## src/kruskal_minimum_spanning_tree_assert.svh

```systemverilog
`ifndef KRUSKAL_MINIMUM_SPANNING_TREE_ASSERT_SVH
`define KRUSKAL_MINIMUM_SPANNING_TREE_ASSERT_SVH

// same-cycle implication
`define KMST_ASSERT_NOW(lbl, clk, rst_n, ante, cons) \
  lbl: assert property (@(posedge clk) disable iff (!rst_n) (ante) |-> (cons)) \
    else $error("kmst assertion failed");

// next-cycle implication
`define KMST_ASSERT_NEXT(lbl, clk, rst_n, ante, cons) \
  lbl: assert property (@(posedge clk) disable iff (!rst_n) (ante) |=> (cons)) \
    else $error("kmst assertion failed");

`endif

```

## src/kmst_pkg.sv

```systemverilog
package kmst_pkg;

  localparam int MaxNodes     = 32;
  localparam int MaxEdges     = 64;
  localparam int WeightBits   = 16;
  localparam int TotalW       = 21;
  localparam int CfgW         = 6;
  localparam int NodeCountRst = 32;
  localparam int DataW        = 32;
  localparam int AddrW        = 3;

  // register index of node_count
  localparam logic RegNodeCount = 1'b0;

endpackage

```

## src/kmst_edge_mem.sv

```systemverilog
module kmst_edge_mem #(
  parameter int MAX_NODES   = kmst_pkg::MaxNodes,
  parameter int MAX_EDGES   = kmst_pkg::MaxEdges,
  parameter int WEIGHT_BITS = kmst_pkg::WeightBits,
  localparam int NodeW = $clog2(MAX_NODES),
  localparam int EdgeA = (MAX_EDGES > 1) ? $clog2(MAX_EDGES) : 1,
  localparam int EdW   = 2 * NodeW + WEIGHT_BITS
) (
  input  logic             clk_i,
  input  logic             we_i,
  input  logic [EdgeA-1:0] waddr_i,
  input  logic [EdW-1:0]   wdata_i,
  input  logic [EdgeA-1:0] raddr_i,
  output logic [EdW-1:0]   rdata_o
);

  logic [EdW-1:0] mem_q [MAX_EDGES];

  always_ff @(posedge clk_i) begin
    if (we_i) begin
      mem_q[waddr_i] <= wdata_i;
    end
    rdata_o <= mem_q[raddr_i];
  end

endmodule

```

## src/kmst_uf_mem.sv

```systemverilog
module kmst_uf_mem #(
  parameter int MAX_NODES = kmst_pkg::MaxNodes,
  localparam int NodeW = $clog2(MAX_NODES),
  localparam int RankW = $clog2($clog2(MAX_NODES) + 1)
) (
  input  logic             clk_i,
  input  logic             we_i,
  input  logic [NodeW-1:0] waddr_i,
  input  logic [NodeW-1:0] wparent_i,
  input  logic [RankW-1:0] wrank_i,
  input  logic [NodeW-1:0] raddr_i,
  output logic [NodeW-1:0] rparent_o,
  output logic [RankW-1:0] rrank_o
);

  logic [NodeW+RankW-1:0] mem_q [MAX_NODES];

  always_ff @(posedge clk_i) begin
    if (we_i) begin
      mem_q[waddr_i] <= {wparent_i, wrank_i};
    end
    {rparent_o, rrank_o} <= mem_q[raddr_i];
  end

endmodule

```

## src/kruskal_minimum_spanning_tree.sv

```systemverilog
// Kruskal minimum spanning tree. Edges are loaded one word per cycle into the
// edge memory; the word flagged last_edge starts the run, during which input
// is stalled. A run first sets up the union-find memory for the n nodes in
// use, then, for every stored edge in weight order, makes a full pass over the
// edge memory through its single read port, walks to the roots of both ends
// and, if they differ, joins them and emits the edge. One word per chosen edge
// is sent, then a total word with last set. Equal weights keep load order.
module kruskal_minimum_spanning_tree #(
  parameter int MAX_NODES   = kmst_pkg::MaxNodes,
  parameter int MAX_EDGES   = kmst_pkg::MaxEdges,
  parameter int WEIGHT_BITS = kmst_pkg::WeightBits,
  localparam int NodeW = $clog2(MAX_NODES),
  localparam int RankW = $clog2($clog2(MAX_NODES) + 1),
  localparam int EdgeA = (MAX_EDGES > 1) ? $clog2(MAX_EDGES) : 1,
  localparam int CntW  = $clog2(MAX_EDGES + 1),
  localparam int EdW   = 2 * NodeW + WEIGHT_BITS
) (
  input  logic                                 clk_i,
  input  logic                                 rst_ni,
  input  logic                                 psel,
  input  logic                                 penable,
  input  logic                                 pwrite,
  input  logic [kmst_pkg::AddrW-1:0]           paddr,
  input  logic [kmst_pkg::DataW-1:0]           pwdata,
  output logic [kmst_pkg::DataW-1:0]           prdata,
  output logic                                 pready,
  input  logic                                 in_valid_i,
  output logic                                 in_stall_o,
  input  logic [NodeW-1:0]                     first_node_i,
  input  logic [NodeW-1:0]                     second_node_i,
  input  logic signed [WEIGHT_BITS-1:0]        weight_i,
  input  logic                                 last_edge_i,
  output logic                                 out_valid_o,
  input  logic                                 out_stall_i,
  output logic [NodeW-1:0]                     tree_first_node_o,
  output logic [NodeW-1:0]                     tree_second_node_o,
  output logic signed [kmst_pkg::TotalW-1:0]   total_weight_o,
  output logic                                 is_total_o,
  output logic                                 overflow_o,
  output logic                                 last_o
);

  typedef enum logic [3:0] {
    S_LOAD, S_INIT, S_SCAN, S_FA, S_FB, S_UNION, S_UNION2, S_EMIT, S_TOTAL
  } state_e;

  state_e state_q, state_d;

  logic [kmst_pkg::CfgW-1:0] node_count_q, node_count_d;
  logic [CntW-1:0] cnt_q, cnt_d, sel_q, sel_d, rd_q, rd_d;
  logic drop_q, drop_d;
  logic [NodeW:0] init_q, init_d, n_eff;
  logic have_last_q, have_last_d, found_q, found_d, pend_q, pend_d, look_q, look_d;
  logic signed [WEIGHT_BITS-1:0] last_w_q, last_w_d, best_w_q, best_w_d;
  logic [EdgeA-1:0] last_i_q, last_i_d, best_i_q, best_i_d, pend_i_q, pend_i_d;
  logic [NodeW-1:0] best_u_q, best_u_d, best_v_q, best_v_d, walk_q, walk_d;
  logic [NodeW-1:0] root_a_q, root_a_d, root_b_q, root_b_d;
  logic [RankW-1:0] rank_a_q, rank_a_d, rank_b_q, rank_b_d;
  logic signed [kmst_pkg::TotalW-1:0] total_q, total_d;

  logic out_valid_q, out_valid_d, out_total_q, out_total_d, out_ovf_q, out_ovf_d;
  logic [NodeW-1:0] out_u_q, out_u_d, out_v_q, out_v_d;
  logic signed [kmst_pkg::TotalW-1:0] out_sum_q, out_sum_d;

  logic in_acc, cfg_wr, out_free, edge_ok;
  logic em_we;
  logic [EdgeA-1:0] em_waddr, em_raddr;
  logic [EdW-1:0] em_wdata, em_rdata;
  logic [NodeW-1:0] du, dv;
  logic signed [WEIGHT_BITS-1:0] dw;
  logic gt_last, better;
  logic uf_we;
  logic [NodeW-1:0] uf_waddr, uf_wparent, uf_raddr, uf_rparent;
  logic [RankW-1:0] uf_wrank, uf_rrank;

  assign pready = 1'b1;
  assign cfg_wr = psel && penable && pwrite && pready;
  assign prdata = (paddr[2] == kmst_pkg::RegNodeCount) ?
                  kmst_pkg::DataW'(node_count_q) : '0;

  assign in_stall_o = (state_q != S_LOAD);
  assign in_acc     = in_valid_i && !in_stall_o;
  assign out_free   = !out_valid_q || !out_stall_i;

  always_comb begin
    if (32'(node_count_q) > 32'(MAX_NODES)) begin
      n_eff = (NodeW + 1)'(MAX_NODES);
    end else begin
      n_eff = (NodeW + 1)'(node_count_q);
    end
  end

  assign edge_ok = ((NodeW + 1)'(first_node_i) < n_eff) &&
                   ((NodeW + 1)'(second_node_i) < n_eff) &&
                   (cnt_q != CntW'(MAX_EDGES));

  assign em_we    = in_acc && edge_ok;
  assign em_waddr = cnt_q[EdgeA-1:0];
  assign em_wdata = {first_node_i, second_node_i, weight_i};
  assign em_raddr = rd_q[EdgeA-1:0];
  assign {du, dv, dw} = em_rdata;

  assign gt_last = !have_last_q || (dw > last_w_q) ||
                   ((dw == last_w_q) && (pend_i_q > last_i_q));
  assign better  = !found_q || (dw < best_w_q);

  kmst_edge_mem #(
    .MAX_NODES  (MAX_NODES),
    .MAX_EDGES  (MAX_EDGES),
    .WEIGHT_BITS(WEIGHT_BITS)
  ) u_edge_mem (
    .clk_i  (clk_i),
    .we_i   (em_we),
    .waddr_i(em_waddr),
    .wdata_i(em_wdata),
    .raddr_i(em_raddr),
    .rdata_o(em_rdata)
  );

  assign uf_raddr = look_q ? uf_rparent : walk_q;

  always_comb begin
    uf_we      = 1'b0;
    uf_waddr   = root_b_q;
    uf_wparent = root_a_q;
    uf_wrank   = rank_b_q;
    case (state_q)
      S_INIT: begin
        uf_we      = (init_q < n_eff);
        uf_waddr   = init_q[NodeW-1:0];
        uf_wparent = init_q[NodeW-1:0];
        uf_wrank   = '0;
      end
      S_UNION: begin
        uf_we = 1'b1;
        if (rank_a_q < rank_b_q) begin
          uf_waddr   = root_a_q;
          uf_wparent = root_b_q;
          uf_wrank   = rank_a_q;
        end
      end
      S_UNION2: begin
        uf_we      = 1'b1;
        uf_waddr   = root_a_q;
        uf_wparent = root_a_q;
        uf_wrank   = rank_a_q + RankW'(1);
      end
      default: begin
        uf_we = 1'b0;
      end
    endcase
  end

  kmst_uf_mem #(
    .MAX_NODES(MAX_NODES)
  ) u_uf_mem (
    .clk_i    (clk_i),
    .we_i     (uf_we),
    .waddr_i  (uf_waddr),
    .wparent_i(uf_wparent),
    .wrank_i  (uf_wrank),
    .raddr_i  (uf_raddr),
    .rparent_o(uf_rparent),
    .rrank_o  (uf_rrank)
  );

  always_comb begin
    state_d      = state_q;
    node_count_d = node_count_q;
    cnt_d        = cnt_q;
    sel_d        = sel_q;
    rd_d         = rd_q;
    drop_d       = drop_q;
    init_d       = init_q;
    have_last_d  = have_last_q;
    found_d      = found_q;
    pend_d       = 1'b0;
    pend_i_d     = pend_i_q;
    look_d       = look_q;
    last_w_d     = last_w_q;
    last_i_d     = last_i_q;
    best_w_d     = best_w_q;
    best_i_d     = best_i_q;
    best_u_d     = best_u_q;
    best_v_d     = best_v_q;
    walk_d       = walk_q;
    root_a_d     = root_a_q;
    root_b_d     = root_b_q;
    rank_a_d     = rank_a_q;
    rank_b_d     = rank_b_q;
    total_d      = total_q;
    out_valid_d  = out_valid_q && out_stall_i;
    out_total_d  = out_total_q;
    out_ovf_d    = out_ovf_q;
    out_u_d      = out_u_q;
    out_v_d      = out_v_q;
    out_sum_d    = out_sum_q;

    if (cfg_wr && (paddr[2] == kmst_pkg::RegNodeCount)) begin
      node_count_d = pwdata[kmst_pkg::CfgW-1:0];
    end

    case (state_q)
      S_LOAD: begin
        if (in_acc) begin
          if (edge_ok) begin
            cnt_d = cnt_q + CntW'(1);
          end else begin
            drop_d = 1'b1;
          end
          if (last_edge_i) begin
            init_d  = '0;
            state_d = S_INIT;
          end
        end
      end
      S_INIT: begin
        if (init_q >= n_eff) begin
          rd_d        = '0;
          found_d     = 1'b0;
          have_last_d = 1'b0;
          sel_d       = '0;
          state_d     = (cnt_q == '0) ? S_TOTAL : S_SCAN;
        end else begin
          init_d = init_q + (NodeW + 1)'(1);
        end
      end
      S_SCAN: begin
        if (rd_q < cnt_q) begin
          pend_d   = 1'b1;
          pend_i_d = rd_q[EdgeA-1:0];
          rd_d     = rd_q + CntW'(1);
        end
        if (pend_q && gt_last && better) begin
          found_d  = 1'b1;
          best_w_d = dw;
          best_i_d = pend_i_q;
          best_u_d = du;
          best_v_d = dv;
        end
        if ((rd_q == cnt_q) && !pend_q) begin
          have_last_d = 1'b1;
          last_w_d    = best_w_q;
          last_i_d    = best_i_q;
          sel_d       = sel_q + CntW'(1);
          walk_d      = best_u_q;
          look_d      = 1'b0;
          state_d     = S_FA;
        end
      end
      S_FA, S_FB: begin
        if (!look_q) begin
          look_d = 1'b1;
        end else if (uf_rparent == walk_q) begin
          look_d = 1'b0;
          if (state_q == S_FA) begin
            root_a_d = walk_q;
            rank_a_d = uf_rrank;
            walk_d   = best_v_q;
            state_d  = S_FB;
          end else begin
            root_b_d = walk_q;
            rank_b_d = uf_rrank;
            if (walk_q == root_a_q) begin
              rd_d    = '0;
              found_d = 1'b0;
              state_d = (sel_q == cnt_q) ? S_TOTAL : S_SCAN;
            end else begin
              state_d = S_UNION;
            end
          end
        end else begin
          walk_d = uf_rparent;
        end
      end
      S_UNION: begin
        state_d = (rank_a_q == rank_b_q) ? S_UNION2 : S_EMIT;
      end
      S_UNION2: begin
        state_d = S_EMIT;
      end
      S_EMIT: begin
        if (out_free) begin
          out_valid_d = 1'b1;
          out_total_d = 1'b0;
          out_ovf_d   = 1'b0;
          out_u_d     = best_u_q;
          out_v_d     = best_v_q;
          out_sum_d   = '0;
          total_d     = total_q + kmst_pkg::TotalW'(best_w_q);
          rd_d        = '0;
          found_d     = 1'b0;
          state_d     = (sel_q == cnt_q) ? S_TOTAL : S_SCAN;
        end
      end
      S_TOTAL: begin
        if (out_free) begin
          out_valid_d = 1'b1;
          out_total_d = 1'b1;
          out_ovf_d   = drop_q;
          out_u_d     = '0;
          out_v_d     = '0;
          out_sum_d   = total_q;
          total_d     = '0;
          cnt_d       = '0;
          sel_d       = '0;
          drop_d      = 1'b0;
          state_d     = S_LOAD;
        end
      end
      default: begin
        state_d = S_LOAD;
      end
    endcase
  end

  always_ff @(posedge clk_i or negedge rst_ni) begin
    if (!rst_ni) begin
      state_q      <= S_LOAD;
      node_count_q <= kmst_pkg::CfgW'(kmst_pkg::NodeCountRst);
      cnt_q        <= '0;
      sel_q        <= '0;
      rd_q         <= '0;
      drop_q       <= 1'b0;
      init_q       <= '0;
      have_last_q  <= 1'b0;
      found_q      <= 1'b0;
      pend_q       <= 1'b0;
      look_q       <= 1'b0;
      total_q      <= '0;
      out_valid_q  <= 1'b0;
    end else begin
      state_q      <= state_d;
      node_count_q <= node_count_d;
      cnt_q        <= cnt_d;
      sel_q        <= sel_d;
      rd_q         <= rd_d;
      drop_q       <= drop_d;
      init_q       <= init_d;
      have_last_q  <= have_last_d;
      found_q      <= found_d;
      pend_q       <= pend_d;
      look_q       <= look_d;
      total_q      <= total_d;
      out_valid_q  <= out_valid_d;
    end
  end

  always_ff @(posedge clk_i) begin
    pend_i_q    <= pend_i_d;
    last_w_q    <= last_w_d;
    last_i_q    <= last_i_d;
    best_w_q    <= best_w_d;
    best_i_q    <= best_i_d;
    best_u_q    <= best_u_d;
    best_v_q    <= best_v_d;
    walk_q      <= walk_d;
    root_a_q    <= root_a_d;
    root_b_q    <= root_b_d;
    rank_a_q    <= rank_a_d;
    rank_b_q    <= rank_b_d;
    out_total_q <= out_total_d;
    out_ovf_q   <= out_ovf_d;
    out_u_q     <= out_u_d;
    out_v_q     <= out_v_d;
    out_sum_q   <= out_sum_d;
  end

  assign out_valid_o        = out_valid_q;
  assign tree_first_node_o  = out_u_q;
  assign tree_second_node_o = out_v_q;
  assign total_weight_o     = out_sum_q;
  assign is_total_o         = out_total_q;
  assign overflow_o         = out_ovf_q;
  assign last_o             = out_total_q;

`include "kruskal_minimum_spanning_tree_assert.svh"

  `KMST_ASSERT_NOW(a_cnt_cap, clk_i, rst_ni, 1'b1, 32'(cnt_q) <= 32'(MAX_EDGES))
  `KMST_ASSERT_NOW(a_sel_le_cnt, clk_i, rst_ni, 1'b1, sel_q <= cnt_q)
  `KMST_ASSERT_NOW(a_union_roots, clk_i, rst_ni, state_q == S_UNION, root_a_q != root_b_q)
  `KMST_ASSERT_NEXT(a_total_clears, clk_i, rst_ni, (state_q == S_TOTAL) && out_free, (state_q == S_LOAD) && (cnt_q == '0) && out_valid_q && is_total_o)

endmodule

```

## config.mk

```make
export PLATFORM = sky130hd
export DESIGN_NAME = kruskal_minimum_spanning_tree
export DESIGN_NICKNAME = d
export VERILOG_FILES = /design/src/kmst_pkg.sv /design/src/kmst_edge_mem.sv /design/src/kmst_uf_mem.sv /design/src/kruskal_minimum_spanning_tree.sv
export VERILOG_INCLUDE_DIRS = /design/src /design/src/src
export SDC_FILE = /design/constraint.sdc
export NUM_CORES = 2
export LEC_CHECK = 0
export BUFFER_PORTS_ARGS = -buffer_cell sky130_fd_sc_hd__clkbuf_2
export CELL_PAD_IN_SITES_DETAIL_PLACEMENT = 1
export CELL_PAD_IN_SITES_GLOBAL_PLACEMENT = 2
export CORE_AREA = 2 2 551 553
export CTS_CLUSTER_SIZE = 20
export DETAILED_ROUTE_END_ITERATION = 10
export DIE_AREA = 0 0 553 555
export GPL_TIMING_DRIVEN = 0
export HOLD_SLACK_MARGIN = 0.03
export PLACE_DENSITY_LB_ADDON = 0.1
export SYNTH_ARGS = -nofsm -noshare
export SYNTH_HDL_FRONTEND = slang
export SYNTH_SLANG_ARGS = --single-unit
```

## constraint.sdc

```tcl
create_clock -name clk_i -period 5.2 [get_ports clk_i]
set_clock_uncertainty 0.15 [all_clocks]
set_input_delay 0.52 -clock clk_i [delete_from_list [all_inputs] [get_ports clk_i]]
set_output_delay 0.52 -clock clk_i [all_outputs]
set_load 0.01 [all_outputs]
```

; ---- After elaboration in Yosys (flattened, before gate mapping)
; Memory sizes are Yosys's and may differ from the RTL's. A register that Yosys moved wholly into a read port is not among the register bits.
; Cells that the tools add are included.
[totals]
reg_bits = 178
mem_bits_rw = 1920
input_bits = 69
out_inout_bits = 69
word_cells = 217
memories = 2
[classes]
n_addsub = 6
n_lt_le_gt_ge = 10
n_eq_ne = 31
n_mux = 85
bitwise = 2
n_reduce_logical = 51
[memory_table]
columns = memory, depth, word_bits, rd, rd_clocked_by_memory_dff, wr, line
row1 = u_edge_mem.mem_q, 64, 26, 1, 1, 1, kmst_edge_mem.sv:17  ; logic [EdW-1:0] mem_q [MAX_EDGES];
row2 = u_uf_mem.mem_q, 32, 8, 1, 1, 1, kmst_uf_mem.sv:16  ; logic [NodeW+RankW-1:0] mem_q [MAX_NODES];
[op_table]
columns = operator, count
row1 = $pmux 21 s2, 2
row2 = $mux 7, 10
row3 = $mux 21, 3
row4 = $mux 5, 10
row5 = $mux 4, 12
row6 = $pmux 5 s2, 4
row7 = $pmux 4 s8, 1
row8 = $mux 6, 5
row9 = $ne 2x2->1 const B, 15
row10 = $pmux 7 s4, 1
row11 = $reduce_and 4->1, 7
row12 = $mux 1, 24
row13 = $reduce_and 8->1, 3
row14 = $add 21x16->21, 1
row15 = $add 7x1->7 const B, 3
row16 = $pmux 7 s3, 1
row17 = $eq 16x16->1, 1
row18 = $eq 4x3->1 const B, 4
row19 = $gt 16x16->1, 1
row20 = $lt 16x16->1, 1
row21 = $pmux 5 s3, 1
row22 = $eq 7x7->1, 2
row23 = $pmux 7 s2, 1
row24 = $logic_and 1x1->1, 12
row25 = other kinds (32), 60

; ---- Logic depth before layout (Yosys ltp)
[logic_depth]
depth_word = 8
ltp_mapped = 13
ltp_nobuf = 10

; ---- Hierarchy
; A second synthesis with hierarchy kept.
[hier_totals]
hier_cells = 4172
hier_area_um2 = 84328.4
[by_module_without_submodules]
columns = mod, instances, cells_per_inst, area_each_um2, seq_area_each_um2
row1 = kmst_edge_mem, 1, 2827, 64235.4, 50488.4
row2 = kmst_uf_mem, 1, 417, 10053.4, 7847.5
row3 = kruskal_minimum_spanning_tree, 1, 928, 10039.6, 5026.1

; ---- Worst setup path before layout
; OpenSTA, ideal clock, no wires.
[synth_path]
kind = reg2reg
from = reg node_count_q[5] (netlist name)
to = mem u_edge_mem.mem_q[15][0] (netlist name), enable pin
setup_time_ns = 0.475
arrival_time_ns = 4.598
t_required_ns = 4.575
slack_ns = -0.023
path_stages_with_launch = 11
n_path_buf = 1
synth_period_minus_slack_ns = 5.223
cell_sequence = dfstp_2 > clkinv_1 > nand2_1 > ha_1 > a21o_1 > a22oi_1 > a21oi_1 > nor4_1 > buf_2 > nand2_1 > nor4_1
[synth_between]
elab_chain_cells = 8
word_cells_on_any_way = 9
cone_classes = 3 x order compare / 3 x mux / 3 x reduce/logical
[synth_rtl]
columns = element, line
row1 = "start, declared", kruskal_minimum_spanning_tree.sv:49  ; logic [kmst_pkg::CfgW-1:0] node_count_q, node_count_d;
row2 = "start signal, assigned", kruskal_minimum_spanning_tree.sv:320  ; node_count_q <= kmst_pkg::CfgW'(kmst_pkg::NodeCountRst);
row3 = "start signal, assigned", kruskal_minimum_spanning_tree.sv:334  ; node_count_q <= node_count_d;
row4 = $gt 6x6->1, kruskal_minimum_spanning_tree.sv:86  ; if (32'(node_count_q) > 32'(MAX_NODES)) begin
row5 = $mux 6 (*), kruskal_minimum_spanning_tree.sv:86
row6 = $lt 5x6->1 (on tied branches), "kruskal_minimum_spanning_tree.sv:93, kruskal_minimum_spanning_tree.sv:94"
row7 = $logic_and 1x1->1 (*), kruskal_minimum_spanning_tree.sv:93  ; assign edge_ok = ((NodeW + 1)'(first_node_i) < n_eff) &&
row8 = $logic_and 1x1->1 (*), kruskal_minimum_spanning_tree.sv:94  ; ((NodeW + 1)'(second_node_i) < n_eff) &&
row9 = $logic_and 1x1->1 (*), kruskal_minimum_spanning_tree.sv:97  ; assign em_we = in_acc && edge_ok;
row10 = $mux 1 (*), kmst_edge_mem.sv:20  ; if (we_i) begin
row11 = $mux 1 (implied by the code) (*), kmst_edge_mem.sv:21  ; mem_q[waddr_i] <= wdata_i;
row12 = "end, declared", kmst_edge_mem.sv:17
; Every way passes the cells marked *; elsewhere a longest branch is shown, timed or not.

==> impl_metrics.csv <==
group,metric,value,unit
status,status,"complete, no violations",
clock_tree,cts_sinks,2132,
sta,rsz0062_at_grt,"false",
synthesis,synth_edf_count,2034,
sta,holdWs,0.06854,ns
clock_tree,cts_tree,"yes",
routing,via_per_inst,4.746,
power,peakVddDrop,0.0003198,V
sta,fmax,199.6,MHz
floorplanning,die-width,553,microns
power,leakage,32.04,nW
synthesis,synth.top_cell.area_share,0.7270,
worst_setup_path,cp.buffers_inverters,3,
sta,hold_viol,0,
grt,grt_max_degree,66,
grt,grt_use_total,0.1708,
final_layout,drive_gt1_frac,0.2994,
clock_tree,root_buffer,"clkbuf_16",
synthesis,synth.distinct_cells,76,
routing,post-route-drc-count,0,
synthesis,synth.area.top_cells,"edfxtp_1 73%, mux4_2 16%, dfrtp_1 1.9%, ha_1 1.3%, dfxtp_1 0.81%",
floorplanning,rows,202,
final_layout,fin_cells,8675,
sta,post-route-period-util,0.9634,
power,power_density,504.9,nW/um^2
synthesis,ys_ff_latch,2132,
worst_setup_path,critPathLaunchType,"flop",
floorplanning,start_util,0.2789,
grt,overflow,0,
placed_design,gp_congestion,0.7314,
clock_tree,clk_pin_slew_worst_paths,0.06,ns
hold_path,min_to,"node_count_q[3]",
sta,finalSetupTns,0,ns
worst_setup_path,timing_worst_setup_path_type,"reg2reg",
worst_setup_path,worstSetupEndpointType,"flop",
routing,highest_layer,"met5",
sta,worstMarginPinSlew,1.362,ns
hold_path,min_path_type,"in2reg",
routing,route.met2.wl,130500,microns
worst_setup_path,crit_slowest_cell,"clkbuf_1",
grt,antenna_found_initial,35,
sta,slew_headroom,0.08974,
sta,min_period,5.010,ns
worst_setup_path,critPathArrivalTime,5.58,ns
sta,setup_viol,0,
routing,drt_iter0_drc,3320,
final_layout,nNetsFinal,4633,
routing,wl_met1,117400,microns
clock_tree,clock_path_buffers,4,
placed_design,io_buffers,82,
worst_setup_path,r2r_slack,0.19,ns
routing,ant_nets,0,
sta,slew_violations,0,
final_layout,area_delta_synth_final,20.72,%
worst_setup_path,critPathMaxStageDelay,0.96,ns
synthesis,yosysSeqAreaShare,0.7542,
clock_tree,clock_latency,0.95,ns
placed_design,dp_hpwl,180500,microns
floorplanning,die_h,555,microns
synthesis,synth_area_per_cell,21.45,sq um
hold_path,min_delay_path_depth,3,
routing,met3WireLength,10170,microns
clock_tree,htreeDepth,4,
worst_setup_path,required,5.78,ns
synthesis,yosys_warnings,0,
worst_setup_path,worst-path-max-fanout,10,
routing,num_vias,41170,
worst_setup_path,crit_family,"buffers and inverters",
worst_setup_path,r2r_end,"u_edge_mem.rdata_o[5]",
synthesis,synthCells,3917,
routing,wl_per_cell,30.40,microns
synthesis,netlist_area,84010,sq um
hold_path,hold_start,"pwrite",
floorplanning,fp.coreArea,301300,sq um
placed_design,placedCellCount,8092,
grt,grt_pass1_wl,367700,microns
worst_setup_path,path_cells,"clkbuf_1, clkbuf_1, clkbuf_1, mux4_2, mux4_2, mux4_2",
clock_tree,numCtsBuffers,245,
floorplanning,dieArea,306900,sq um
grt,grt_pass1_vias,44499,
synthesis,synth_top_flop_cell,"edfxtp_1",
synthesis,synth-async-reset-ratio,0.03002,
synthesis,synth.most_common_cell,"edfxtp_1",
routing,drt_pre_antenna_iters,5,
synthesis,yosysTopAreaCell,"edfxtp_1",
job,max_cap_viol_count,0,
floorplanning,io_pins,138,
routing,drt-total-wl,263700,microns
synthesis,netlist_top_cells_count,"2034 x edfxtp_1, 610 x mux4_2, 157 x nand2_1",
worst_setup_path,timing.rr.start,"rd_q[1]",
worst_setup_path,ff2ff_path_depth,6,
final_layout,fillers,29580,
sequential cells by signal, summed over array words and instances (netlist names), 7 cells and up:
signal,count
last_w_q,16
cnt_q,7
total_q,21
rd_q,7
u_uf_mem.mem_q,256
total_weight_o,21
u_edge_mem.mem_q,1664
u_edge_mem.rdata_o,26
sel_q,7
best_w_q,16
through the flow:
stage | cell area [sq um] | utilization | worst slack (ns) | total power [mW]
2_1_floorplan | 84100 | - | -0.02303 | 28.62
3_3_place_gp | 89490 | 0.2971 | -5.195 | 34.97
3_5_place_dp | 92150 | 0.3059 | -0.2248 | 35.16
5_1_grt | 101400 | 0.3365 | 0.04651 | 53.48
6_report | 101400 | 0.3366 | 0.1903 | 51.20
4_1_cts | 100600 | 0.3340 | 0.02929 | 52.33
area by class of cell:
cell class / instances / area (sq um) / share of cell area
Sequential cell: 2132 / 63360 / 0.6248
Multi-Input combinational cell: 1538 / 20060 / 0.1978
Clock buffer: 312 / 6580 / 0.06488
Tap cell: 3978 / 4977 / 0.04908
Timing Repair Buffer: 287 / 3960 / 0.03905
Clock inverter: 141 / 1202 / 0.01186
Buffer: 205 / 985.9 / 0.009722
Inverter: 67 / 251.5 / 0.002480
Antenna cell: 15 / 37.54 / 0.0003701
report_power, final:
| part | switching [mW] | total [mW] | internal [mW] |
|---|---|---|---|
| combinational | 8.74 | 14.1 | 5.35 |
| clock | 7.20 | 16.9 | 9.74 |
| sequential | 0.414 | 20.2 | 19.8 |
| total | 16.3 | 51.2 | 34.9 |
logic make-up after synthesis:
kind of cell	synth area share
AO/OA/AOI/OAI	0.01844
XOR/XNOR	0.003753
adder cells (fa/ha/maj)	0.01320
buffers and inverters	0.01468
flip-flops	0.7542
multiplexers	0.1664
other	0.00008939
AND/OR/NAND/NOR	0.02924
tightest hold or removal path, stage by stage:
cell and delay (ns):
clkbuf_2 0.08, nand4b_1 0.28, mux2_2 0.22
metal layers:
| layer | global-route usage | vias up |
|---|---|---|
| met5 | 0 | - |
| met4 | 0.03980 | 4 |
| met3 | 0.02047 | 313 |
| met2 | 0.2903 | 843 |
| met1 | 0.2331 | 22528 |
| li1 | - | 17482 |
layout by cell type (no fill, tap or decap), drive strengths merged, types with 57 or more instances in the layout:
master / Yosys / routed
clkinv: 1 / 113
mux4: 610 / 610
inv: 66 / 72
o21ai: 73 / 73
nor2: 154 / 154
clkbuf: 105 / 499
dfrtp: 63 / 63
ha: 87 / 87
nand2: 158 / 158
nand3: 57 / 57
buf: 100 / 280
edfxtp: 2034 / 2034
worst max path at each step:
| stage | startpoint | endpoint | slack, ns | cells past startpoint |
|---|---|---|---|---|
| 6_report | rd_q[1] | u_edge_mem.rdata_o[5] | 0.19 | 6 |
| 3_5_place_dp | first_node_i[3] | u_edge_mem.mem_q[41][12] | -0.22 | 10 |
| 5_1_grt | node_count_q[5] | u_edge_mem.mem_q[23][11] | 0.05 | 11 |
| 2_1_floorplan | node_count_q[5] | u_edge_mem.mem_q[15][0] | -0.02 | 10 |
| 4_1_cts | node_count_q[5] | u_edge_mem.mem_q[58][4] | 0.03 | 11 |
| 3_3_place_gp | second_node_i[3] | u_edge_mem.mem_q[7][0] | -5.19 | 9 |
timing repair:
item | CTS | global route
hold buffers | 25 | 0
hold endpoints to repair | 374 | 0
resized for setup | 0 | 2
endpoints found under the setup margin | 319 | 468
buffers inserted | 37 | 52
pin swaps | 10 | 23
No activity file was read; power rests on OpenSTA's default activity.
